`src/hdl/ogrc_ram.sv`:
```
// ----------------------------------------------------------------------------
// ogrc_ram
// Generic single write port, single read port RAM with registered read.
// ----------------------------------------------------------------------------
module ogrc_ram #(
    parameter int WIDTH = 2,
    parameter int DEPTH = 256
) (
    input  logic                     clk,
    input  logic                     wr_en,
    input  logic [$clog2(DEPTH)-1:0] wr_addr,
    input  logic [WIDTH-1:0]         wr_data,
    input  logic [$clog2(DEPTH)-1:0] rd_addr,
    output logic [WIDTH-1:0]         rd_data
);

    logic [WIDTH-1:0] mem [DEPTH];
    logic [WIDTH-1:0] rd_data_reg;

    // Write and registered read
    always_ff @(posedge clk)
    begin
        if (wr_en)
        begin
            mem[wr_addr] <= wr_data;
        end
        rd_data_reg <= mem[rd_addr];
    end

    assign rd_data = rd_data_reg;

endmodule

```
`config.mk`:
```
export PLATFORM = sky130hd
export DESIGN_NAME = ogrc_ram
export DESIGN_NICKNAME = d
export VERILOG_FILES = /design/src/hdl/ogrc_ram.sv
export SDC_FILE = /design/constraint.sdc
export NUM_CORES = 1
export LEC_CHECK = 0
export ABC_AREA = 1
export BUFFER_PORTS_ARGS = -buffer_cell sky130_fd_sc_hd__buf_4
export CELL_PAD_IN_SITES_DETAIL_PLACEMENT = 1
export CELL_PAD_IN_SITES_GLOBAL_PLACEMENT = 1
export CORE_MARGIN = 5
export CORE_UTILIZATION = 35
export DETAILED_ROUTE_END_ITERATION = 6
export GPL_TIMING_DRIVEN = 1
export PLACE_DENSITY = 0.62
export SYNTH_ARGS = -nofsm -noshare
export SYNTH_HDL_FRONTEND = slang
export SYNTH_SLANG_ARGS = --single-unit
export TNS_END_PERCENT = 30
```
`constraint.sdc`:
```
create_clock -name clk -period 1.5 [get_ports clk]
set_clock_uncertainty 0.15 [all_clocks]
set_input_delay 0.225 -clock clk [delete_from_list [all_inputs] [get_ports clk]]
set_output_delay 0.225 -clock clk [all_outputs]
set_load 0.05 [all_outputs]
```
## Word level (Yosys, flattened, before mapping)

Memories as Yosys holds them, arrays and structs flattened. A register that Yosys moved wholly into a read port is not among the register bits.
Index checks and enable logic that the tools add are counted.

- Bits of input ports: 20
- Logic and storage cells: 3
- Memories: 1
- Bits in writable memories: 512
- Bits in registers: 0
- Bits in read-only memories: 0
- Latch bits: 0

Memories:

| memory | depth | width | read ports | clocked after memory_dff | write ports | line | source |
|---|---|---|---|---|---|---|---|
| mem | 256 | 2 | 1 | 1 | 1 | 17 | `logic [WIDTH-1:0] mem [DEPTH];` |

- Equal/unequal tests: 0
- $mul: 0
- Muxes and demuxes: 2
- $add $sub $neg: 0
- Divide/modulo/power cells: 0
- Reduce and logical (&&, ||, !) cells: 0
- Bitwise operators: 0
- Shift-type cells: 0
- $lt $le $gt $ge: 0

Operators with widths:

| kind | number |
|---|---|
| 1-bit two-way mux | 2 |

## Logic depth before layout (Yosys ltp)

- Depth in word-level cells: 2
- Gate-level depth with buffers: 14
- Mapped depth without buffers: 11

## Least setup slack after synthesis

Ideal clock, no wire load.

- Kind: input -> register
- From: input wr_en
- To: memory mem[162][0], enable pin
- Stages on the path: 4
- Arrival time: 1097 ps
- Path slack: -56 ps
- Path through: clkbuf_1 > nand3_1 > clkbuf_1 > nor2_1

- Longest elaborated chain between the ends: 2

RTL lines:

| what | line | source |
|---|---|---|
| from (decl) | 10 | `input logic wr_en,` |
| 1-bit two-way mux | 23 | `if (wr_en)` |
| 1-bit two-way mux (implied by the code) | 25 | `mem[wr_addr] <= wr_data;` |
| to (decl) | 17 |  |

No other way between the ends.

==> flow_summary.yaml <==
sta:
  setup_viol: 0
  fin_setup_tns_ns: 0
  whs_ns: 0.196
  slew_headroom: 0.740
  rsz0062_at_grt: "true"
  worst_pin_slew_ns: 0.391
  max_freq_ghz: 0.669
  fin_crit_sh: 0.997
  final_hold_viol_count: 0
  postLayoutSetupSlackWorst_ns: 0.00481
  maxSlewViolCount: 0
  fin_crit_ns: 1.50
yosys:
  synth_area_leader_cell: "edfxtp_1"
  synth_cell_types: 15
  synth_edf_count: 512
  synthArstFlopShare: 0
  synth.top_cell.area_share: 0.695
  avgSynthCellArea_um2: 10.8
  ys_seq_area_frac: 0.697
  synthFlopType: "edfxtp_1"
  syn_nets: 2075
  synth_seq_cells: 514
  netlist_instances: 2055
  syn_area_um2: 22100
  yosys-top-cells-area: "edfxtp_1 69%, nand3_1 11%, nand2_1 9.9%, nor2_1 4.8%, buf_2 1.2%"
  synthTopCellsByCount: "581 x nand2_1, 512 x edfxtp_1, 495 x nand3_1"
  synth.most_common_cell: "nand2_1"
  ys_warn_count: 0
die:
  die_y_um: 261
  die-area_um2: 68300
  start_util: 0.352
  fp-row-count: 92
  dieWidth_um: 261
  io_pins: 22
  coreArea_um2: 62900
clock_network:
  clk_latency_ns: 0.62
  cts.path.max_buffers: 3
  clk_pin_slew_ns: 0.06
  cts_root_buf: "clkbuf_16"
  numCtsBuffers: 55
  cts_setup_buffers: 0
  cts.sinks: 514
  h-tree-depth: 2
  cts_tree: "done"
layout:
  final_area_um2: 26900
  antennaDiodeCount: 0
  syn_to_final_growth_pct: 21.5
  postLayoutCoreUtil: 0.428
  layout-drive-gt1-share: 0.151
  instances_no_fill: 3025
  fin_nets: 2157
  largest_reg_flops: 512
power:
  p_per_area_nw_per_um2: 1180
  ir_drop_v: 0.000805
  total_power_mw: 31.7
  p_leak_nw: 9.45
hold_path:
  hp-class: "primary input to flip-flop"
  hp-start: "wr_en"
  min_path_cells: 4
critical_path:
  cp_common_cell: "nand3_2"
  cpMaxStageDelayCell: "edfxtp_1"
  cp-end-kind: "flip-flop"
  slowest_delay_ns: 0.38
  r2r_start: "mem[153][1]"
  startpoint_type: "flip-flop"
  path_delay_family: "simple AND/OR/NAND/NOR gates"
  cp.arrival_ns: 1.84
  cp.required_ns: 1.85
  rr_worst_depth: 10
  startpoint: "mem[153][1]"
  worstPathMaxFanout: 1
  path_class: "flip-flop to flip-flop"
  critPathBufInv: 0
  critical_path_depth: 10
  crit_chain: "nand2_1 > nand3_2 > nand3_2 > nand3_2 > nand3_2 > nand2_2 > nand2_1 > nand3_1 > nand3_1 > nand2_1"
routing:
  wl_per_cell_um: 21.7
  wirelength_um: 65800
  routed_via_density: 5.15
  vias: 15564
  dr.pass1.iters: 5
  ant_nets: 0
  drt-initial-drc-count: 990
  drc_errors: 0
outcome:
  status: "finished, final reports clean"
placed_design:
  gp_congestion: 0.794
  place_inst: 2921
  dp_slack_ns: -0.504
  dp_hpwl_um: 41900
  io_buffer_count: 21
  placed_cell_area_um2: 24600
grt:
  grt_pass1_wl_um: 99600
  grt_usage: 0.192
  grt_pass1_vias: 16551
  antenna_found_initial: 1
  grt_max_degree: 45
  grt_remaining_overflow: 0
flow_run:
  drv_cap: 0
kinds of logic after synthesis:
logic type	Yosys count	share of synthesized area
buffers and inverters	182	0.0448
flip-flops	514	0.697
AND/OR/NAND/NOR	1359	0.259
repair_timing:
item                                    CTS  global route
endpoints found under the setup margin    4             4
pin swaps                                 5            45
gates resized for setup                  39            73
hold buffers                              5             0
endpoints found under the hold margin    44             0
worst reg2reg max path: cells and delay by family, from the launching register on:
kind / cells / cell delay (ns)
flops: 1 / 0.38
simple gates: 10 / 0.85
per-layer routing:
metal | wire (um) | global-route usage | vias up
li1 | - | - | 7258
met1 | 28800 | 0.250 | 7953
met2 | 32900 | 0.335 | 255
met3 | 2370 | 0.0275 | 98
met4 | 1740 | 0.0588 | 0
met5 | 0 | 0 | -
where the power goes:
part | internal (mW) | switching, mW
registers | 15.8 | 0.0178
clock network | 7.77 | 5.56
logic | 0.867 | 1.64
path summary, 6_finish.rpt:
kind                  to  slack (ns)
max           rd_data[1]       0.005
min          mem[169][0]        0.20
max reg2reg   rd_data[1]       0.005
min reg2reg   rd_data[1]        0.84
final cells by class:
type	count	area, um2
fill	6756	36000
timing repair buffer	168	2280
multi-input combinational	1359	6230
tap	846	1060
sequential	514	15400
clock inverter	27	259
inverter	39	156
clock buffer	72	1480
layout by cell type, fill, tap and decap left out, types with 13 or more instances in the layout:
master / netlist / final
nand2_1: 581 / 566
edfxtp_1: 512 / 512
nand3_1: 495 / 420
nor2_1: 283 / 283
buf_4: 8 / 80
buf_12: 1 / 78
nand3_2: 0 / 66
clkbuf_16: 0 / 57
inv_1: 37 / 36
clkbuf_1: 46 / 15
clkinv_1: 0 / 13
Note: power is estimated with default switching activity, not from simulation.
