**src/hdl/ogrc_pkg.sv**
```systemverilog
// ----------------------------------------------------------------------------
// ogrc_pkg
// Shared types, constants and tables for the occupancy grid ray cast core.
// ----------------------------------------------------------------------------
package ogrc_pkg;

    // Map and march sizes
    localparam int MAP_CELLS = 65536;
    localparam int MAX_STEPS = 1024;

    localparam int AW  = $clog2(MAP_CELLS);      // cell address width
    localparam int QW  = AW + 1;                 // cell coordinate quotient width
    localparam int QCW = $clog2(QW + 1);         // divider iteration counter width
    localparam int NW  = $clog2(MAX_STEPS) + 1;  // step counter width
    localparam int PW  = 40;                     // signed point / offset width
    localparam int DW  = 31 + QW + 1;            // divider working width
    localparam int LW  = QW + 10;                // linear index width
    localparam int MW  = 33;                     // shared multiplier operand width
    localparam int CW  = 34;                     // CORDIC datapath width

    // Stream packing offsets (input tdata)
    localparam int TD_CELL_INDEX = 0;
    localparam int TD_CELL_VALUE = 16;
    localparam int TD_START_X    = 18;
    localparam int TD_START_Y    = 50;
    localparam int TD_HEADING    = 82;
    localparam int TD_RANGE      = 98;
    localparam int S_TDATA_W     = 136;

    localparam logic [31:0] CORDIC_GAIN = 32'd652032874;

    // Register reset values
    localparam logic [30:0] CELL_SIZE_RST  = 31'd3277;
    localparam logic [8:0]  GRID_WIDTH_RST = 9'd256;
    localparam logic [30:0] MAX_SEARCH_RST = 31'd1310720;
    localparam logic [15:0] NOISE_RST      = 16'd6554;

    // Cell classes
    localparam logic [1:0] CELL_OCCUPIED = 2'd1;
    localparam logic [1:0] CELL_UNKNOWN  = 2'd2;

    // Item kinds
    localparam logic KIND_WRITE = 1'b0;
    localparam logic KIND_CAST  = 1'b1;

    typedef enum logic [1:0] {
        OUT_HIT     = 2'd0,
        OUT_UNKNOWN = 2'd1,
        OUT_LIMIT   = 2'd2,
        OUT_OUTSIDE = 2'd3
    } outcome_t;

    typedef enum logic [2:0] {
        REG_ORIGIN_X   = 3'd0,
        REG_ORIGIN_Y   = 3'd1,
        REG_CELL_SIZE  = 3'd2,
        REG_GRID_WIDTH = 3'd3,
        REG_MAX_SEARCH = 3'd4,
        REG_NOISE      = 3'd5
    } reg_index_t;

    typedef enum logic [3:0] {
        ST_CLEAR,
        ST_IDLE,
        ST_CORDIC,
        ST_LIMIT,
        ST_LIMIT_W,
        ST_CHECK,
        ST_MUL_X,
        ST_MUL_Y,
        ST_DIFF,
        ST_DIV_X,
        ST_DIV_Y,
        ST_LIN,
        ST_READ,
        ST_EVAL,
        ST_DONE
    } state_t;

    // Arctangent of 2^-i, in turns as Q0.32
    function automatic logic [29:0] atan_val(input logic [3:0] i);
        logic [29:0] r;
        begin
            case (i)
                4'd0:    r = 30'd536870912;
                4'd1:    r = 30'd316933406;
                4'd2:    r = 30'd167458907;
                4'd3:    r = 30'd85004756;
                4'd4:    r = 30'd42667331;
                4'd5:    r = 30'd21354465;
                4'd6:    r = 30'd10679838;
                4'd7:    r = 30'd5340245;
                4'd8:    r = 30'd2670163;
                4'd9:    r = 30'd1335087;
                4'd10:   r = 30'd667544;
                4'd11:   r = 30'd333772;
                4'd12:   r = 30'd166886;
                4'd13:   r = 30'd83443;
                4'd14:   r = 30'd41722;
                default: r = 30'd20861;
            endcase
            return r;
        end
    endfunction

endpackage

```
**src/hdl/ogrc_mul.sv**
```systemverilog
// ----------------------------------------------------------------------------
// ogrc_mul
// Shared signed multiplier with a registered product.
// ----------------------------------------------------------------------------
module ogrc_mul import ogrc_pkg::*; (
    input  logic                   clk,
    input  logic signed [MW-1:0]   op_a,
    input  logic signed [MW-1:0]   op_b,
    output logic signed [2*MW-1:0] product
);

    logic signed [2*MW-1:0] product_reg;

    // Register the product every cycle
    always_ff @(posedge clk)
    begin
        product_reg <= op_a * op_b;
    end

    assign product = product_reg;

endmodule

```
**config.mk**
```make
export PLATFORM = sky130hd
export DESIGN_NAME = ogrc_mul
export DESIGN_NICKNAME = d
export VERILOG_FILES = /design/src/hdl/ogrc_pkg.sv /design/src/hdl/ogrc_mul.sv
export SDC_FILE = /design/constraint.sdc
export NUM_CORES = 2
export LEC_CHECK = 0
export ABC_AREA = 1
export BUFFER_PORTS_ARGS = -buffer_cell sky130_fd_sc_hd__buf_2
export CORE_MARGIN = 5
export CORE_UTILIZATION = 35
export DETAILED_ROUTE_END_ITERATION = 10
export PLACE_DENSITY = 0.47
export SLEW_MARGIN = 20
export SYNTH_ARGS = -nofsm -noshare
export SYNTH_HDL_FRONTEND = slang
export SYNTH_SLANG_ARGS = --single-unit
```
**constraint.sdc**
```tcl
create_clock -name clk -period 11.9 [get_ports clk]
set_clock_uncertainty 0.1 [all_clocks]
set_input_delay 0.595 -clock clk [delete_from_list [all_inputs] [get_ports clk]]
set_output_delay 0.595 -clock clk [all_outputs]
set_load 0.005 [all_outputs]
```
Word level (Yosys, flattened, before mapping) --
Cells that the tools add are included.
Storage, ports and cells: input port bits 67, word-level logic and storage cells 2, flip-flop bits (word level) 66, output and inout bits 66
Cells by class: multiply operators 1
Operators with widths (count):
- multiplier 33 x 33 -> 66 bit | 1

Logic depth before layout (Yosys ltp) --
depth after elaboration 1, depth in mapped cells 34, gate-level depth less buffers 32

Least setup slack after synthesis --
Ideal clock, no wire load.
path type input-to-reg, from input op_a[32], to register product_reg[60], in the netlist product[60], path buffers 2, data arrival time 7.238 ns, slack 4.449 ns, cell stages on the path 23, data required time 11.687 ns, library setup time 0.113 ns, path through clkbuf_1 clkbuf_1 nand2_1 inv_1 fa_1 fa_1 fa_1 fa_1 inv_1 fa_1 fa_1 fa_1 fa_1 inv_1 ha_1 nand2_1 nor2_1 inv_1 nor3_1 nand2_1 and2_0 nand4_1 nand2_1
On the way: longest elaborated chain between the ends 1
RTL lines:
- from (decl) | RTL line ogrc_mul.sv:7 | input logic signed [MW-1:0] op_a,
- multiplier 33 x 33 -> 66 bit | RTL line ogrc_mul.sv:17 | product_reg <= op_a * op_b;
- to (signal assigned) | RTL line ogrc_mul.sv:17
- to (decl) | RTL line ogrc_mul.sv:12 | logic signed [2*MW-1:0] product_reg;
No other way between the ends.

Worst setup path after layout --
from input op_b[9], to register product_reg[57], in the netlist product[57]
On the way: longest elaborated chain between the ends 1
RTL lines:
- from (decl) | RTL line ogrc_mul.sv:8 | input logic signed [MW-1:0] op_b,
- multiplier 33 x 33 -> 66 bit | RTL line ogrc_mul.sv:17
No other way between the ends.

==> flow_summary.toml <==
[timing]
setup-violations-final = 0
min_period_ns = 8.10
finalMaxSlewViolations = 0
relSlewSlack_pct = 29.8
finalHoldViolCount = 0
worst_pin_slew_ns = 1.05
max_freq_ghz = 0.123
tns_ns = 0
rsz0062_at_grt = "no"
period_share_pct = 68.1

[cts]
cts.clk_slew.worst_paths_ns = 0.05
tritoncts = "built"
cts_buffer_depth = 2
cts_root_buffer = "clkbuf_16"
cts.sinks = 66
hold_buffers = 0
cts_max_level = 3
postCtsSetupRepairBufs = 0
cts_made_buffers = 9
cts_resized = 0

[drt]
drt-pass1-iter-count = 7
routed_wl_um = 128000
antenna_left = 0
drt-initial-drc-count = 1687
drc_errors = 0
wire_per_inst_um = 18.0
viasPerCell = 4.51
num_vias = 31952

[worst_setup_path]
crit_chain = "buf_2 -> nand2_1 -> fa_1 -> fa_1 -> fa_1 -> inv_1 -> fa_1 -> fa_1 -> fa_1 -> fa_1 -> inv_1 -> fa_1 -> inv_1 -> ha_1 -> nand2_1 -> nor2_1 -> nand3_1 -> nor2_1 -> o21ai_0 -> nand4_1 -> nand2_1"
start_kind = "primary input"
arrival_ns = 8.24
critical-path-max-stage-delay_ns = 0.99
critPathSlowestCell = "fa_1"
critical_path_class = "primary input to flip-flop"
cpMostUsedCell = "fa_1"
crit_path_max_fanout = 33
cp.required_ns = 12.03
end_kind = "flip-flop"

[floorplanning]
design.core.area_um2 = 122000
fp.dieH_um = 361
fp.dieW_um = 361
num_io_pins = 133
die_area_um2 = 130000
rows = 128
start_util_pct = 35.3

[global_routing]
gr-total-overflow = 0
track_usage_pct = 20.3
grt_pass1_vias = 36166
grt_start_max_net_pins = 35
antenna_found_initial = 12
grt_pass1_wl_um = 208000

[place]
gp_congestion = 0.908
io_buffers = 132
dpl.hpwl_um = 109000

[cells_and_area]
drive_gt1_share_pct = 4.34
largest_reg_flops = 66
nNetsFinal = 6879
syn2layout_area_growth_pct = 5.21

[yosys]
postSynthCellCount = 5543
ys_ff_latch = 66
synthMostInstantiatedCell = "inv_1"
synth-main-ff-cell = "dfxtp_1"
syn_area_per_cell_um2 = 7.79
async_flop_share_pct = 0
yosysTopAreaCell = "fa_1"
synth_nets = 6972
ys_seq_area_share_pct = 3.06
yosys-top-cells-area = "fa_1 53%, inv_1 16%, nand2_1 13%"
yosys.area.top_type_share_pct = 53.1
synth-warning-count = 0
yosys-top-cells-count = "1894 x inv_1, 1517 x nand2_1, 1145 x fa_1"
synth_edf_count = 0
syn_area_um2 = 43200
ys_types = 35

[hold_path]
hp-class = "primary input to flip-flop"
whs_path_depth = 3

[status]
status = "finished, final reports clean"

[flow_run]
cap_violations = 0
[critical path, delay by kind of cell]
family / cells / cell delay, ns
compound gates: 1 / 0.18
fa+ha+maj: 9 / 5.13
buf+inv: 4 / 1.10
simple gates: 7 / 1.24
[per-layer routing]
layer / vias up / share of wire [%] / global-route usage, %
li1: 14801 / - / -
met4: 8 / 3.1 / 5.12
met1: 16401 / 42 / 25.5
met2: 572 / 52 / 37.7
met5: - / 0.045 / 0
met3: 170 / 3.3 / 1.94
[cell usage in the layout, fill, tap and decap left out, drive strengths merged, types with 4 or more instances in the layout]
master  synthesis  layout
nor2          154     154
diode           0       4
nor3            8       8
nand4          19      19
o21ai          23      23
o21bai         14      14
ha            217     217
buf             1     159
a21oi          65      65
inv          1895    1895
dfxtp          66      66
nand2        1534    1534
xnor2           4       4
or2             6       6
nor4            5       5
fa           1145    1145
clkbuf        262      10
xor2           37      37
nand3          78      78
[logic make-up (layout without fill, tap and decap cells)]
| group | Yosys count | count (layout) | share of synthesized area [%] |
|---|---|---|---|
| AOI/OAI and AO/OA | 106 | 106 | 1.38 |
| xor gates and xnor gates | 41 | 41 | 0.832 |
| adders and majority gates | 1362 | 1362 | 59.4 |
| buffers and inverters | 2158 | 2070 | 18.8 |
| DFF | 66 | 66 | 3.06 |
| other | 0 | 4 | 0 |
| and+or+nand+nor | 1810 | 1810 | 16.6 |
[final timing paths]
kind	endpoint	slack [ns]	from
worst max-delay path	product[57]	3.80	op_b[9]
worst min-delay path	product[0]	0.75	op_a[0]
[through the flow]
stage               worst slack (ns)  cells  hold slack [ns]  cell area (µm²)  util (%)
finish                          3.80   7084            0.752            45400      37.2
global route                    3.39   7081            0.757            45400      37.2
detailed placement              3.32   7064            0.873            45100      36.9
global placement                3.40   7064            0.875            45100      36.9
floorplan                       4.45   5543            0.759            43200         -
CTS                             3.69   7080            0.785            45400      37.2
[final cells by class]
| cell class | count | area [µm²] |
|---|---|---|
| clock inverters | 6 | 90.1 |
| repair buffers | 159 | 863 |
| flip-flops and latches | 66 | 1320 |
| multi-input cells | 3319 | 33800 |
| inverters | 1895 | 7110 |
| well taps | 1625 | 2030 |
| fillers | 12978 | 76800 |
| clock buffers | 10 | 239 |
| diodes | 4 | 10.0 |
Power is left out: the tool's default activity adds up to more than one toggle a clock period on the data nets, which glitch-free logic cannot reach.
