### config.mk
export PLATFORM = sky130hd
export DESIGN_NAME = ogrc_div
export DESIGN_NICKNAME = d
export VERILOG_FILES = /design/src/hdl/ogrc_pkg.sv /design/src/hdl/ogrc_div.sv
export SDC_FILE = /design/constraint.sdc
export NUM_CORES = 1
export LEC_CHECK = 0
export ABC_AREA = 1
export BUFFER_PORTS_ARGS = -buffer_cell sky130_fd_sc_hd__buf_2
export CAP_MARGIN = 20
export CORE_ASPECT_RATIO = 1.5
export CORE_MARGIN = 8
export CORE_UTILIZATION = 65
export CTS_CLUSTER_SIZE = 16
export DETAILED_ROUTE_END_ITERATION = 16
export HOLD_SLACK_MARGIN = 0.02
export PLACE_DENSITY = 0.95
export SYNTH_ARGS = -nofsm -noshare
export SYNTH_HDL_FRONTEND = slang
export SYNTH_SLANG_ARGS = --single-unit
### constraint.sdc
create_clock -name clk -period 6.7 [get_ports clk]
set_input_delay 1.005 -clock clk [delete_from_list [all_inputs] [get_ports clk]]
set_output_delay 1.005 -clock clk [all_outputs]
set_load 0.005 [all_outputs]
### src/hdl/ogrc_pkg.sv
// ----------------------------------------------------------------------------
// ogrc_pkg
// Shared types, constants and tables for the occupancy grid ray cast core.
// ----------------------------------------------------------------------------
package ogrc_pkg;

    // Map and march sizes
    localparam int MAP_CELLS = 65536;
    localparam int MAX_STEPS = 1024;

    localparam int AW  = $clog2(MAP_CELLS);      // cell address width
    localparam int QW  = AW + 1;                 // cell coordinate quotient width
    localparam int QCW = $clog2(QW + 1);         // divider iteration counter width
    localparam int NW  = $clog2(MAX_STEPS) + 1;  // step counter width
    localparam int PW  = 40;                     // signed point / offset width
    localparam int DW  = 31 + QW + 1;            // divider working width
    localparam int LW  = QW + 10;                // linear index width
    localparam int MW  = 33;                     // shared multiplier operand width
    localparam int CW  = 34;                     // CORDIC datapath width

    // Stream packing offsets (input tdata)
    localparam int TD_CELL_INDEX = 0;
    localparam int TD_CELL_VALUE = 16;
    localparam int TD_START_X    = 18;
    localparam int TD_START_Y    = 50;
    localparam int TD_HEADING    = 82;
    localparam int TD_RANGE      = 98;
    localparam int S_TDATA_W     = 136;

    localparam logic [31:0] CORDIC_GAIN = 32'd652032874;

    // Register reset values
    localparam logic [30:0] CELL_SIZE_RST  = 31'd3277;
    localparam logic [8:0]  GRID_WIDTH_RST = 9'd256;
    localparam logic [30:0] MAX_SEARCH_RST = 31'd1310720;
    localparam logic [15:0] NOISE_RST      = 16'd6554;

    // Cell classes
    localparam logic [1:0] CELL_OCCUPIED = 2'd1;
    localparam logic [1:0] CELL_UNKNOWN  = 2'd2;

    // Item kinds
    localparam logic KIND_WRITE = 1'b0;
    localparam logic KIND_CAST  = 1'b1;

    typedef enum logic [1:0] {
        OUT_HIT     = 2'd0,
        OUT_UNKNOWN = 2'd1,
        OUT_LIMIT   = 2'd2,
        OUT_OUTSIDE = 2'd3
    } outcome_t;

    typedef enum logic [2:0] {
        REG_ORIGIN_X   = 3'd0,
        REG_ORIGIN_Y   = 3'd1,
        REG_CELL_SIZE  = 3'd2,
        REG_GRID_WIDTH = 3'd3,
        REG_MAX_SEARCH = 3'd4,
        REG_NOISE      = 3'd5
    } reg_index_t;

    typedef enum logic [3:0] {
        ST_CLEAR,
        ST_IDLE,
        ST_CORDIC,
        ST_LIMIT,
        ST_LIMIT_W,
        ST_CHECK,
        ST_MUL_X,
        ST_MUL_Y,
        ST_DIFF,
        ST_DIV_X,
        ST_DIV_Y,
        ST_LIN,
        ST_READ,
        ST_EVAL,
        ST_DONE
    } state_t;

    // Arctangent of 2^-i, in turns as Q0.32
    function automatic logic [29:0] atan_val(input logic [3:0] i);
        logic [29:0] r;
        begin
            case (i)
                4'd0:    r = 30'd536870912;
                4'd1:    r = 30'd316933406;
                4'd2:    r = 30'd167458907;
                4'd3:    r = 30'd85004756;
                4'd4:    r = 30'd42667331;
                4'd5:    r = 30'd21354465;
                4'd6:    r = 30'd10679838;
                4'd7:    r = 30'd5340245;
                4'd8:    r = 30'd2670163;
                4'd9:    r = 30'd1335087;
                4'd10:   r = 30'd667544;
                4'd11:   r = 30'd333772;
                4'd12:   r = 30'd166886;
                4'd13:   r = 30'd83443;
                4'd14:   r = 30'd41722;
                default: r = 30'd20861;
            endcase
            return r;
        end
    endfunction

endpackage

### src/hdl/ogrc_div.sv
// ----------------------------------------------------------------------------
// ogrc_div
// Restoring divider, one quotient bit per cycle, with quotient overflow flag.
// ----------------------------------------------------------------------------
module ogrc_div import ogrc_pkg::*; (
    input  logic          clk,
    input  logic          rst_n,
    input  logic          start,
    input  logic [PW-1:0] dividend,
    input  logic [30:0]   divisor,
    output logic          done,
    output logic [QW-1:0] quotient,
    output logic          overflow
);

    logic [DW-1:0]  rem_reg, dsh_reg;
    logic [QW-1:0]  q_reg;
    logic [QCW-1:0] cnt_reg;
    logic           run_reg, done_reg, ovf_reg;

    logic [DW-1:0]  dividend_x, divisor_x, rem_sub;
    logic           fits;

    always_comb
    begin
        dividend_x = {{(DW-PW){1'b0}}, dividend};
        divisor_x  = {{(DW-31){1'b0}}, divisor};
        fits       = rem_reg >= dsh_reg;
        rem_sub    = rem_reg - dsh_reg;
    end

    // Control
    always_ff @(posedge clk or negedge rst_n)
    begin
        if (!rst_n)
        begin
            run_reg  <= 1'b0;
            done_reg <= 1'b0;
            cnt_reg  <= '0;
        end
        else
        begin
            done_reg <= 1'b0;
            if (start)
            begin
                run_reg <= 1'b1;
                cnt_reg <= QCW'(QW);
            end
            else if (run_reg)
            begin
                cnt_reg <= cnt_reg - QCW'(1);
                if (cnt_reg == QCW'(1))
                begin
                    run_reg  <= 1'b0;
                    done_reg <= 1'b1;
                end
            end
        end
    end

    // Subtract and shift
    always_ff @(posedge clk)
    begin
        if (start)
        begin
            rem_reg <= dividend_x;
            dsh_reg <= divisor_x << (QW - 1);
            q_reg   <= '0;
            ovf_reg <= dividend_x >= (divisor_x << QW);
        end
        else if (run_reg)
        begin
            if (fits)
            begin
                rem_reg <= rem_sub;
            end
            q_reg   <= {q_reg[QW-2:0], fits};
            dsh_reg <= dsh_reg >> 1;
        end
    end

    assign done     = done_reg;
    assign quotient = q_reg;
    assign overflow = ovf_reg;

endmodule

Word level (Yosys, flattened, before mapping)
Cells that the tools add are included.
{"block": "totals", "ff_bits": 121, "latchBits": 0, "ram_bits": 0, "mem_bits_ro": 0, "inputBits": 74, "output_inout_bits": 19, "word_cells": 31, "n_memories": 0}
{"block": "op_classes", "add_sub_neg": 2, "multipliers": 0, "div_mod_pow": 0, "n_lt_le_gt_ge": 2, "n_eq_ne": 1, "shifts": 0, "mux": 13, "bitwise_logic": 0, "reduce_logical": 4}
{"op": "40-bit 2-to-1 mux", "count": 3}
{"op": "47-bit 2-to-1 mux", "count": 2}
{"op": "49-bit by 47-bit >= comparator with 1-bit output", "count": 1}
{"op": "49-bit by 47-bit subtractor with 49-bit output", "count": 1}
{"op": "40-bit by 48-bit >= comparator with 1-bit output", "count": 1}
{"op": "5-bit 2-to-1 mux", "count": 2}
{"op": "1-bit 2-to-1 mux", "count": 6}
{"op": "5-bit by 1-bit equality test with 1-bit output (second input constant)", "count": 1}
{"op": "5-bit by 1-bit subtractor with 5-bit output (second input constant)", "count": 1}
{"op": "2-bit AND reduction", "count": 2}
{"op": "2-bit nonzero test", "count": 2}

Logic depth before layout (Yosys ltp)
{"block": "logic_depth", "depth_word": 4, "mapped_depth": 17, "ltp_nobuf": 17}

Least setup slack after synthesis
No wires, ideal clock.
{"block": "synth_path", "path_type": "register -> register", "start": "register rem_reg[8]", "end": "register rem_reg[0], enable pin", "arrival_ns": 2.343, "t_required_ns": 6.169, "slack_ns": 3.826, "path_stages_with_launch": 12, "period_less_slack_ns": 2.874, "path_cell_list": "edfxtp_1 > ha_1 > nand2_1 > inv_1 > a21oi_1 > nand3_2 > nand2_1 > nand2_1 > nand3_2 > nand3_4 > nand2_4 > nand2_1"}
{"block": "synth_via", "elab_chain_cells": 3}
{"element": "start: declaration", "line": "ogrc_div.sv:16", "rtl": "logic [DW-1:0] rem_reg, dsh_reg;"}
{"element": "start signal: assignment", "line": "ogrc_div.sv:66", "rtl": "rem_reg <= dividend_x;"}
{"element": "start signal: assignment", "line": "ogrc_div.sv:75", "rtl": "rem_reg <= rem_sub;"}
{"element": "49-bit by 47-bit >= comparator with 1-bit output", "line": "ogrc_div.sv:28", "rtl": "fits = rem_reg >= dsh_reg;"}
{"element": "2-bit nonzero test (no line)"}
{"element": "2-bit AND reduction (no line)"}
Every way passes these cells.
A chain may end at the register's enable or synchronous reset.

Worst setup path after layout
{"block": "layout_path", "start": "register dsh_reg[16]", "end": "register rem_reg[12], enable pin"}
{"block": "layout_via", "elab_chain_cells": 3}
{"element": "start: declaration", "line": "ogrc_div.sv:16"}
{"element": "start signal: assignment", "line": "ogrc_div.sv:67", "rtl": "dsh_reg <= divisor_x << (QW - 1);"}
{"element": "start signal: assignment", "line": "ogrc_div.sv:78", "rtl": "dsh_reg <= dsh_reg >> 1;"}
{"element": "49-bit by 47-bit >= comparator with 1-bit output", "line": "ogrc_div.sv:28"}
{"element": "2-bit nonzero test (no line)"}
{"element": "2-bit AND reduction (no line)"}
Every way passes these cells.

==> results.yml <==
timing:
  skew_ns: 0.0111
  fin_hold_ws_ns: 0.384
  period_needed_ns: 3.36
  fin_tns_setup_ns: 0
  setup_violations: 0
  maxSlewViolCount: 0
  fmax_mhz: 298
  rsz0062_at_grt: "no"
  period_share_pct: 50.1
  fin_ws_ns: 3.34
  hold_viol_final: 0
  tightest_slew_ns: 0.967
  slew_headroom_pct: 35.5
setup_path:
  cp_common_cell: "nand2_1"
  cp_cell_sequence: "inv_1, ha_1, nand2_1, nor2_1, nand2_1, nand2_1, clkinv_1, nand2_1, nand3_2, nand3_4, nand2_4, nand2_1, buf_4"
  cp.depth: 13
  cp_slowest_stage_delay_ns: 0.64
  cp_top_family: "simple AND/OR/NAND/NOR gates"
  ff2ff_path_depth: 13
  slowest_stage: "nand2_1"
  path_max_fanout: 13
  arrival_ns: 3.49
  path_class: "reg2reg"
  setup.worst_path.end_class: "flop"
  cp_num_buf_inv: 3
  required_ns: 6.83
  start_kind: "flop"
yosys:
  syn-num-nets: 1514
  yosys-top-cells-count: "nand2_1, inv_1, nor2_1"
  yosysTopAreaCell: "edfxtp_1"
  synth-seq-area-share_pct: 34.5
  synth_top_area_share_pct: 23.4
  synth_edf_count: 72
  yosysUniqueCellTypes: 45
  avgSynthCellArea_um2: 6.75
  synth_seq_cells: 121
  synth-async-reset-ratio_pct: 5.79
  syn_area_um2: 9220
  yosysMostFrequentCell: "nand2_1"
  synth_ff_type: "edfxtp_1"
  ys_warn_count: 0
  synth.area.top_cells: "edfxtp_1, nand2_1, inv_1, ha_1, dfxtp_1"
  netlist_instances: 1367
die:
  dieArea_um2: 18300
  dieHeight_um: 162
  core_um2: 13900
  rows: 53
  start_util_pct: 66.2
  die_x_um: 113
  pin_count: 93
cells_and_area:
  drive_gt1_share_pct: 11.5
  syn_to_final_growth_pct: 13.4
  utilization_pct: 75.1
  fillerInstances: 1102
  nNetsFinal: 1607
  largest_reg_flops: 49
place:
  io_buffers: 92
  dp_hpwl_mm: 23.2
  gp_congestion: 1.04
  pre_cts_ws_ns: 3.11
grt:
  antenna_found_initial: 1
  grt_pass1_vias: 9500
  grt_pass1_wl_mm: 47.0
  grt_max_degree: 81
  grt_usage_pct: 33.3
  overflow: 0
power_and_ir_drop:
  vdd_drop_max_mv: 0.288
  pwr-share-clk_pct: 18.9
  power.density_nw_per_um2: 467
  leakage_nw: 5.41
  p_int_w: 0.00249
  pwr-share-comb_pct: 57.8
  power_frac_seq_pct: 23.4
  p_sw_w: 0.00239
  p_sw_share_pct: 49.0
drt:
  wl_per_cell_um: 18.4
  drtIter0Drc: 932
  viasPerCell: 5.83
  vias: 9559
  drt-total-wl_mm: 30.2
  ant_nets: 0
  drt_first_pass_iters: 6
  post-route-drc-count: 0
clock_tree:
  clk_pin_slew_ns: 0.07
  cts_sinks: 121
  clock_latency_ns: 0.44
  post_cts_resized: 0
  htreeDepth: 4
  clockBufferDepth: 2
  cts_buffers: 17
  postCtsHoldBufs: 0
  cts-root-buf: "clkbuf_16"
  cts_tree: "done"
  postCtsSetupRepairBufs: 0
run_status:
  status: "completed"
run:
  maxCapViolCount: 0
hold_path:
  hold_class: "in2async"
==> final cells by class <==
class                           instances  area [um^2]  area share [%]
Clock inverter                         13          121            1.16
Tap cell                              165          206            1.97
Clock buffer                           19          464            4.44
Inverter                              285         1070            10.2
Timing Repair Buffer                   97          531            5.07
Sequential cell                       121         3180            30.4
Multi-Input combinational cell        938         4890            46.7
Antenna cell                            1         2.50          0.0239
==> power groups by stage <==
stage	clock network (W)	registers (W)	logic [W]
finish	0.000921	0.00114	0.00282
global route	0.000950	0.00116	0.00311
CTS	0.000917	0.00114	0.00274
detailed placement	0	0.00115	0.00271
global placement	0	0.00114	0.00264
floorplan	0	0.00113	0.00196
==> cells by family (layout without fill, tap and decap cells) <==
kind of cell	count (synthesis)	count (layout)	share of synthesized area (%)
buffers and inverters	308	414	12.6
XOR/XNOR	11	11	1.04
AO/OA/AOI/OAI	201	201	12.2
flip-flops	121	121	34.5
adder cells (fa/ha/maj)	73	73	9.98
AND/OR/NAND/NOR	653	653	29.7
other	0	1	0
==> worst paths after layout <==
| path | from | end | slack [ns] |
|---|---|---|---|
| min in group clk | quotient[2]$_SDFFE_PP0P_ | quotient[3]$_SDFFE_PP0P_ | 0.50 |
| hold reg to reg | quotient[2]$_SDFFE_PP0P_ | quotient[3]$_SDFFE_PP0P_ | 0.50 |
| setup / recovery | dsh_reg[16]$_DFFE_PP_ | rem_reg[12]$_DFFE_PP_ | 3.34 |
| max in group asynchronous | rst_n | run_reg$_DFF_PN0_ | 6.16 |
| setup reg to reg | dsh_reg[16]$_DFFE_PP_ | rem_reg[12]$_DFFE_PP_ | 3.34 |
| hold / removal | rst_n | cnt_reg[3]$_DFFE_PN0P_ | 0.38 |
==> placed cells by master (no fill, tap or decap), types with 42 or more instances in the layout <==
cell      instances
o21ai_0          46
dfxtp_1          42
ha_1             72
nor2_1          125
inv_1           268
edfxtp_1         72
buf_2            92
nand3_1          57
nand2_1         398
o22ai_1          57
a21oi_1          69
==> layer usage <==
layer	global-route usage, %	wire, um
met1	33.7	10600
met5	0	0
met3	5.83	1830
met2	60.0	15600
met4	24.1	2210
==> stage by stage <==
step                      cell area, um^2  cells  power, W
after floorplan                      9220   1367   0.00309
after global placement               9820   1604   0.00378
after detailed placement             9870   1606   0.00386
after CTS                           10500   1638   0.00479
after global routing                10500   1639   0.00522
final                               10500   1639   0.00488
Power figures use the tool's default switching activity.
