--- src/hdl/ogrc_pkg.sv ---
// ----------------------------------------------------------------------------
// ogrc_pkg
// Shared types, constants and tables for the occupancy grid ray cast core.
// ----------------------------------------------------------------------------
package ogrc_pkg;

    // Map and march sizes
    localparam int MAP_CELLS = 65536;
    localparam int MAX_STEPS = 1024;

    localparam int AW  = $clog2(MAP_CELLS);      // cell address width
    localparam int QW  = AW + 1;                 // cell coordinate quotient width
    localparam int QCW = $clog2(QW + 1);         // divider iteration counter width
    localparam int NW  = $clog2(MAX_STEPS) + 1;  // step counter width
    localparam int PW  = 40;                     // signed point / offset width
    localparam int DW  = 31 + QW + 1;            // divider working width
    localparam int LW  = QW + 10;                // linear index width
    localparam int MW  = 33;                     // shared multiplier operand width
    localparam int CW  = 34;                     // CORDIC datapath width

    // Stream packing offsets (input tdata)
    localparam int TD_CELL_INDEX = 0;
    localparam int TD_CELL_VALUE = 16;
    localparam int TD_START_X    = 18;
    localparam int TD_START_Y    = 50;
    localparam int TD_HEADING    = 82;
    localparam int TD_RANGE      = 98;
    localparam int S_TDATA_W     = 136;

    localparam logic [31:0] CORDIC_GAIN = 32'd652032874;

    // Register reset values
    localparam logic [30:0] CELL_SIZE_RST  = 31'd3277;
    localparam logic [8:0]  GRID_WIDTH_RST = 9'd256;
    localparam logic [30:0] MAX_SEARCH_RST = 31'd1310720;
    localparam logic [15:0] NOISE_RST      = 16'd6554;

    // Cell classes
    localparam logic [1:0] CELL_OCCUPIED = 2'd1;
    localparam logic [1:0] CELL_UNKNOWN  = 2'd2;

    // Item kinds
    localparam logic KIND_WRITE = 1'b0;
    localparam logic KIND_CAST  = 1'b1;

    typedef enum logic [1:0] {
        OUT_HIT     = 2'd0,
        OUT_UNKNOWN = 2'd1,
        OUT_LIMIT   = 2'd2,
        OUT_OUTSIDE = 2'd3
    } outcome_t;

    typedef enum logic [2:0] {
        REG_ORIGIN_X   = 3'd0,
        REG_ORIGIN_Y   = 3'd1,
        REG_CELL_SIZE  = 3'd2,
        REG_GRID_WIDTH = 3'd3,
        REG_MAX_SEARCH = 3'd4,
        REG_NOISE      = 3'd5
    } reg_index_t;

    typedef enum logic [3:0] {
        ST_CLEAR,
        ST_IDLE,
        ST_CORDIC,
        ST_LIMIT,
        ST_LIMIT_W,
        ST_CHECK,
        ST_MUL_X,
        ST_MUL_Y,
        ST_DIFF,
        ST_DIV_X,
        ST_DIV_Y,
        ST_LIN,
        ST_READ,
        ST_EVAL,
        ST_DONE
    } state_t;

    // Arctangent of 2^-i, in turns as Q0.32
    function automatic logic [29:0] atan_val(input logic [3:0] i);
        logic [29:0] r;
        begin
            case (i)
                4'd0:    r = 30'd536870912;
                4'd1:    r = 30'd316933406;
                4'd2:    r = 30'd167458907;
                4'd3:    r = 30'd85004756;
                4'd4:    r = 30'd42667331;
                4'd5:    r = 30'd21354465;
                4'd6:    r = 30'd10679838;
                4'd7:    r = 30'd5340245;
                4'd8:    r = 30'd2670163;
                4'd9:    r = 30'd1335087;
                4'd10:   r = 30'd667544;
                4'd11:   r = 30'd333772;
                4'd12:   r = 30'd166886;
                4'd13:   r = 30'd83443;
                4'd14:   r = 30'd41722;
                default: r = 30'd20861;
            endcase
            return r;
        end
    endfunction

endpackage

--- src/hdl/ogrc_cordic.sv ---
// ----------------------------------------------------------------------------
// ogrc_cordic
// Iterative 16-step rotation CORDIC giving cosine and sine in Q2.30.
// ----------------------------------------------------------------------------
module ogrc_cordic import ogrc_pkg::*; (
    input  logic                 clk,
    input  logic                 rst_n,
    input  logic                 start,
    input  logic [15:0]          heading,
    output logic                 done,
    output logic signed [MW-1:0] cos_out,
    output logic signed [MW-1:0] sin_out
);

    logic signed [CW-1:0] x_reg, y_reg, z_reg;
    logic [3:0]           i_reg;
    logic                 run_reg, flip_reg, done_reg;

    logic [31:0]          angle, angle_f;
    logic                 fold;
    logic signed [CW-1:0] dx, dy, at, neg_x, neg_y;

    // Fold the second and third quadrants onto the right half plane
    always_comb
    begin
        angle   = {heading, 16'h0000};
        fold    = (angle[31:30] == 2'd1) || (angle[31:30] == 2'd2);
        angle_f = fold ? (angle ^ 32'h8000_0000) : angle;
        dx      = y_reg >>> i_reg;
        dy      = x_reg >>> i_reg;
        at      = {{(CW-30){1'b0}}, atan_val(i_reg)};
        neg_x   = -x_reg;
        neg_y   = -y_reg;
    end

    // Iterate one micro-rotation per cycle
    always_ff @(posedge clk or negedge rst_n)
    begin
        if (!rst_n)
        begin
            run_reg  <= 1'b0;
            done_reg <= 1'b0;
            i_reg    <= 4'd0;
        end
        else
        begin
            done_reg <= 1'b0;
            if (start)
            begin
                run_reg <= 1'b1;
                i_reg   <= 4'd0;
            end
            else if (run_reg)
            begin
                i_reg <= i_reg + 4'd1;
                if (i_reg == 4'd15)
                begin
                    run_reg  <= 1'b0;
                    done_reg <= 1'b1;
                end
            end
        end
    end

    // Datapath registers
    always_ff @(posedge clk)
    begin
        if (start)
        begin
            x_reg    <= {{(CW-32){1'b0}}, CORDIC_GAIN};
            y_reg    <= '0;
            z_reg    <= {{(CW-32){angle_f[31]}}, angle_f};
            flip_reg <= fold;
        end
        else if (run_reg)
        begin
            if (!z_reg[CW-1])
            begin
                x_reg <= x_reg - dx;
                y_reg <= y_reg + dy;
                z_reg <= z_reg - at;
            end
            else
            begin
                x_reg <= x_reg + dx;
                y_reg <= y_reg - dy;
                z_reg <= z_reg + at;
            end
        end
    end

    assign done    = done_reg;
    assign cos_out = flip_reg ? neg_x[MW-1:0] : x_reg[MW-1:0];
    assign sin_out = flip_reg ? neg_y[MW-1:0] : y_reg[MW-1:0];

endmodule

--- config.mk ---
export PLATFORM = sky130hd
export DESIGN_NAME = ogrc_cordic
export DESIGN_NICKNAME = d
export VERILOG_FILES = /design/src/hdl/ogrc_pkg.sv /design/src/hdl/ogrc_cordic.sv
export SDC_FILE = /design/constraint.sdc
export NUM_CORES = 1
export LEC_CHECK = 0
export BUFFER_PORTS_ARGS = -buffer_cell sky130_fd_sc_hd__buf_4
export CAP_MARGIN = 10
export CELL_PAD_IN_SITES_DETAIL_PLACEMENT = 1
export CELL_PAD_IN_SITES_GLOBAL_PLACEMENT = 1
export CORE_MARGIN = 2
export CORE_UTILIZATION = 35
export DETAILED_ROUTE_END_ITERATION = 7
export GPL_TIMING_DRIVEN = 0
export PLACE_DENSITY = 0.64
export SKIP_CTS_REPAIR_TIMING = 1
export SYNTH_ARGS = -nofsm -noshare
export SYNTH_HDL_FRONTEND = slang
export SYNTH_SLANG_ARGS = --single-unit
--- constraint.sdc ---
create_clock -name clk -period 7.5 [get_ports clk]
set_input_delay 0 -clock clk [delete_from_list [all_inputs] [get_ports clk]]
set_output_delay 0 -clock clk [all_outputs]
set_load 0.05 [all_outputs]
Word level (Yosys, flattened, before mapping)
Memories as Yosys holds them, arrays and structs flattened.
Index checks and enable logic that the tools add are counted.
W data, S select, Z words.
{ "totals": {"input_bits": 19, "memories": 1, "register_bits": 109, "mem_bits_ro": 480, "output_inout_bits": 67, "latchBits": 0, "ramBits": 0} }
{ "op_classes": {"reduce_logical": 2, "n_eq_ne": 3, "n_shift": 2, "magnitude_cmp": 0, "addsub": 9, "multipliers": 0, "div": 0, "muxes": 16, "bitwise_logic": 1} }
{ "memory_table": {"columns": ["memory", "depth", "word_bits", "read_ports", "rd_clocked_by_memory_dff", "write_ports", "line_no", "source"], "rows": [
  ["(no name shown)", 16, 30, 1, 0, 0, "ogrc_pkg.sv:84", "case (i)"]
]} }
{ "op_table": {"columns": ["op", "count"], "rows": [
  ["$mux W34", 5],
  ["$add A34 B34 Y34", 2],
  ["$sshr A34 B4 Y34", 2],
  ["$sub A34 B34 Y34", 2],
  ["$mux W33", 2],
  ["$neg A33 Y33", 2],
  ["$add A34 B31 Y34", 1],
  ["$sub A34 B31 Y34", 1],
  ["$mux W32", 1],
  ["$mux W4", 2],
  ["$mux W1", 6],
  ["$add A4 B1 Y4 const B", 1],
  ["$eq A4 B4 Y1 const B", 1],
  ["$eq A2 B1 Y1 const B", 1],
  ["$eq A2 B2 Y1 const B", 1],
  ["$reduce_bool A2 Y1", 1],
  ["$logic_or A1 B1 Y1", 1],
  ["$not A1 Y1", 1]
]} }

Depth between registers and ports, before layout
An unclocked memory read counts as a cell.
{ "logic_depth": {"word_depth": 5, "ltp_mapped": 29, "depth_no_buf": 25} }

Worst setup path after synthesis
OpenSTA, ideal clock, no wires.
{ "synth_timing": {"kind": "reg-to-reg", "startpoint": "reg i_reg[2]", "endpoint": "reg z_reg[25], data pin", "slack_ns": 1.280, "required_ns": 7.233, "path_stages_with_launch": 30, "n_path_buf": 8, "arrival_ns": 5.954, "cell_sequence": "dfrtp_1 > clkbuf_1 > clkbuf_1 > clkbuf_1 > clkbuf_1 > buf_1 > buf_1 > clkbuf_1 > buf_1 > o21ai_0 > o21a_1 > inv_1 > ha_1 > and3_1 > nand2_1 > nor2_1 > nand3_1 > nand2_1 > xnor2_1 > ha_1 > a21o_1 > a21o_1 > a21oi_1 > o31ai_1 > a31oi_1 > o21ai_0 > a211o_1 > a31oi_1 > xnor2_1 > o21ai_0"} }
{ "synth_between": {"elab_chain_cells": 5} }
{ "synth_rtl": {"columns": ["element", "line_no", "source"], "rows": [
  ["from (decl)", "ogrc_cordic.sv:16", "logic [3:0] i_reg;"],
  ["from (signal assigned)", "ogrc_cordic.sv:55", "i_reg <= i_reg + 4'd1;"],
  ["$mem_v2 Z16 W30 (*)", null, null],
  ["$sub A34 B31 Y34 / $add A34 B31 Y34 (equally long branches)", "ogrc_cordic.sv:81, ogrc_cordic.sv:87", null],
  ["$mux W34 (*)", "ogrc_cordic.sv:77", "if (!z_reg[CW-1])"],
  ["$mux W34 (*)", "ogrc_cordic.sv:75", "else if (run_reg)"],
  ["$mux W34 (*)", "ogrc_cordic.sv:68", "if (start)"],
  ["to (signal assigned)", "ogrc_cordic.sv:72", "z_reg <= {{(CW-32){angle_f[31]}}, angle_f};"],
  ["to (signal assigned)", "ogrc_cordic.sv:81", "z_reg <= z_reg - at;"],
  ["to (signal assigned)", "ogrc_cordic.sv:87", "z_reg <= z_reg + at;"],
  ["to (decl)", "ogrc_cordic.sv:15", "logic signed [CW-1:0] x_reg, y_reg, z_reg;"]
]} }
Mark *: on every way between the ends. The rest lies on a longest branch, timed or not. The select of a mux whose other input is x is not followed.
A chain may end at the register's enable or synchronous reset.

Final worst setup path
{ "layout_timing": {"startpoint": "reg i_reg[1]", "endpoint": "reg y_reg[33]"} }
{ "layout_between": {"elab_chain_cells": 3} }
{ "layout_rtl": {"columns": ["element", "line_no", "source"], "rows": [
  ["$sshr A34 B4 Y34 (*)", "ogrc_cordic.sv:30", "dy = x_reg >>> i_reg;"],
  ["$add A34 B34 Y34 / $sub A34 B34 Y34 (equally long branches)", "ogrc_cordic.sv:80, ogrc_cordic.sv:86", null],
  ["$mux W34 (*)", "ogrc_cordic.sv:77", null],
  ["to (signal assigned)", "ogrc_cordic.sv:80", "y_reg <= y_reg + dy;"],
  ["to (signal assigned)", "ogrc_cordic.sv:86", "y_reg <= y_reg - dy;"],
  ["to (decl)", "ogrc_cordic.sv:15", null]
]} }
Mark *: on every way between the ends. The rest lies on a longest branch, timed or not.

==> results_dict.tcl <==
set metrics [dict create \
    outcome "completed" \
    slew_headroom_pct 8.742 \
    maxCapViolCount 0 \
    crit_path_cell_trace "buf_2 > buf_2 > clkbuf_2 > buf_2 > mux4_2 > mux2_2 > mux2i_1 > nand4_1 > nor4_2 > a21oi_1 > xor2_1 > ha_1 > clkbuf_1 > nand4_1 > o211ai_1 > nor3_1 > a31oi_1 > a31oi_1 > o31ai_1 > nor2_1 > mux2i_1 > mux2_1" \
    synth_area_leaders "mux4_2 (9.2%), ha_1 (8.9%), dfxtp_1 (8.5%), xnor2_1 (8.4%), edfxtp_1 (6.6%)" \
    fp.dieH_um 217.5 \
    arrival_ns 7.65 \
    cts-root-buf "clkbuf_16" \
    hold_ws_ns 0.3325 \
    grt_pass1_wl_um 107100 \
    first_global_vias 16643 \
    layout-drive-gt1-share_pct 13.10 \
    overflow 0 \
    gp_congestion 0.9871 \
    endpoint_kind "register" \
    numClockSinks 109 \
    layout_setup_ws_ns 0.1636 \
    worst-r2r-cell-count 22 \
    io_pins 86 \
    syn_to_final_growth_pct 12.27 \
    antenna_found_initial 0 \
    seq_area_frac_synth_pct 16.06 \
    avgSynthCellArea_um2 7.945 \
    grt_util_all_layers_pct 30.35 \
    cp_common_cell "buf_2" \
    ys.flop_type "dfxtp_1" \
    cts_max_level 3 \
    tritoncts "done" \
    viasPerCell 6.098 \
    start_kind "register" \
    critPathKind "reg2reg" \
    final_nets 2259 \
    port-buffer-count 85 \
    place_ws_ns -1.862 \
    crit_path_max_fanout 10 \
    clk_latency_ns 0.42 \
    num-fill-cells 5547 \
    min_period_over_period_pct 97.82 \
    grt_max_degree 35 \
    die_area_um2 47310 \
    max_stage_delay_ns 0.54 \
    initial_core_util_pct 35.31 \
    syn-cell-area_um2 15950 \
    numCtsBuffers 9 \
    core_um2 45190 \
    yosysTopAreaCell "mux4_2" \
    antenna_left 0 \
    drt-pass1-iter-count 5 \
    hp-class "in2reg" \
    ys_ff_latch 109 \
    postSynthNetCount 2143 \
    drc 0 \
    synth_top_area_share_pct 9.176 \
    timing.final.crit_period_ns 7.336 \
    report.final.slew_viol_count 0 \
    dp_hpwl_um 56010 \
    clkTransAtPathRegs_ns 0.09 \
    hold_viol 0 \
    num_vias 16655 \
    ys_async_sr_fraction_pct 5.505 \
    post-synth-top-count-cell "nor2_1" \
    setup_viol 0 \
    finalClockSkew_ns 0.01410 \
    critPathRequiredTime_ns 7.81 \
    cpMaxStageDelayCell "nor4_2" \
    synthTopCellsByCount "nor2_1 (194), nand2_1 (191), a21oi_1 (155), xnor2_1 (153), o21ai_0 (117)" \
    yosys_warnings 0 \
    clk_path_buf_depth 2 \
    die_w_um 217.5 \
    min_path_cells 2 \
    synth_edf_count 35 \
    wl_um 72430 \
    wire_per_inst_um 26.52 \
    ys_types 81 \
    core.rowCount 78 \
    fmax_mhz 136.3 \
    drt-initial-drc-count 1189 \
    syn_inst 2008 \
    tightest_slew_ns 1.369 \
]
metrics by stage:
stage / TNS, ns / utilization (%) / cells / area [um^2]
floorplan: 0 / - / 2008 / 15950
global placement: -45.17 / 38.38 / 2693 / 17340
detailed placement: -47.40 / 38.41 / 2694 / 17360
CTS: -49.83 / 39.02 / 2710 / 17630
global route: -0.001195 / 39.63 / 2729 / 17910
finish: 0 / 39.64 / 2731 / 17910
routing by layer:
layer  vias to the layer above  track usage, %  share of wire (%)
met5                         -               0                  0
met4                         0           14.93                4.7
met3                       134           3.821                4.6
met2                       478           49.95                 46
met1                      8453           39.16                 44
li1                       7590               -                  -
critical path, delay by kind of cell (launching register included):
| kind | cells | cell delay, ns |
|---|---|---|
| flops | 1 | 0.53 |
| simple gates | 5 | 1.18 |
| compound gates | 5 | 1.79 |
| buf+inv | 5 | 1.65 |
| fa+ha+maj | 1 | 0.29 |
| xor+xnor | 1 | 0.19 |
| mux | 5 | 1.60 |
logic make-up after synthesis:
logic type | share of synthesized area [%]
AND/OR/NAND/NOR | 18.12
flip-flops | 16.06
XOR/XNOR | 12.68
AO/OA/AOI/OAI | 22.55
adder cells (fa/ha/maj) | 9.239
multiplexers | 16.06
buffers and inverters | 5.286
area by class of cell:
| type | count | area (um^2) | area share (%) |
|---|---|---|---|
| Timing Repair Buffer | 107 | 860.8 | 4.806 |
| Multi-Input combinational cell | 1692 | 12580 | 70.23 |
| Antenna cell | 2 | 5.005 | 0.02794 |
| Tap cell | 600 | 750.7 | 4.191 |
| Inverter | 66 | 247.7 | 1.383 |
| Clock inverter | 7 | 50.05 | 0.2794 |
| Clock buffer | 9 | 225.2 | 1.257 |
| Sequential cell | 109 | 2566 | 14.33 |
| Buffer | 139 | 626.9 | 3.500 |
worst paths after layout:
| kind | from | to | slack, ns |
|---|---|---|---|
| worst max-delay path | i_reg[1] | y_reg[33] | 0.16 |
| worst min-delay path | start | flip_reg | 0.33 |
| worst max register to register | i_reg[1] | y_reg[33] | 0.16 |
| worst min register to register | y_reg[0] | y_reg[0] | 0.57 |
| max in group asynchronous | rst_n | i_reg[2] | 6.66 |
| min in group asynchronous | rst_n | i_reg[3] | 0.56 |
cells in the final DEF, fill, tap and decap left out, types with 35 or more instances in the layout:
cell type | synthesis | layout
a21o_1 | 59 | 59
dfxtp_1 | 68 | 68
xnor2_1 | 153 | 153
ha_1 | 113 | 113
nor2_1 | 194 | 194
nand2_1 | 191 | 190
a31oi_1 | 41 | 38
xor2_1 | 78 | 78
inv_1 | 64 | 63
nand3_1 | 40 | 40
edfxtp_1 | 35 | 35
mux2i_1 | 67 | 67
o21ai_0 | 117 | 117
buf_4 | 6 | 92
mux4_2 | 65 | 65
a21oi_1 | 155 | 154
clkbuf_1 | 91 | 77
Power is left out: the tool's default activity adds up to more than one toggle a clock period on the data nets, which glitch-free logic cannot reach.
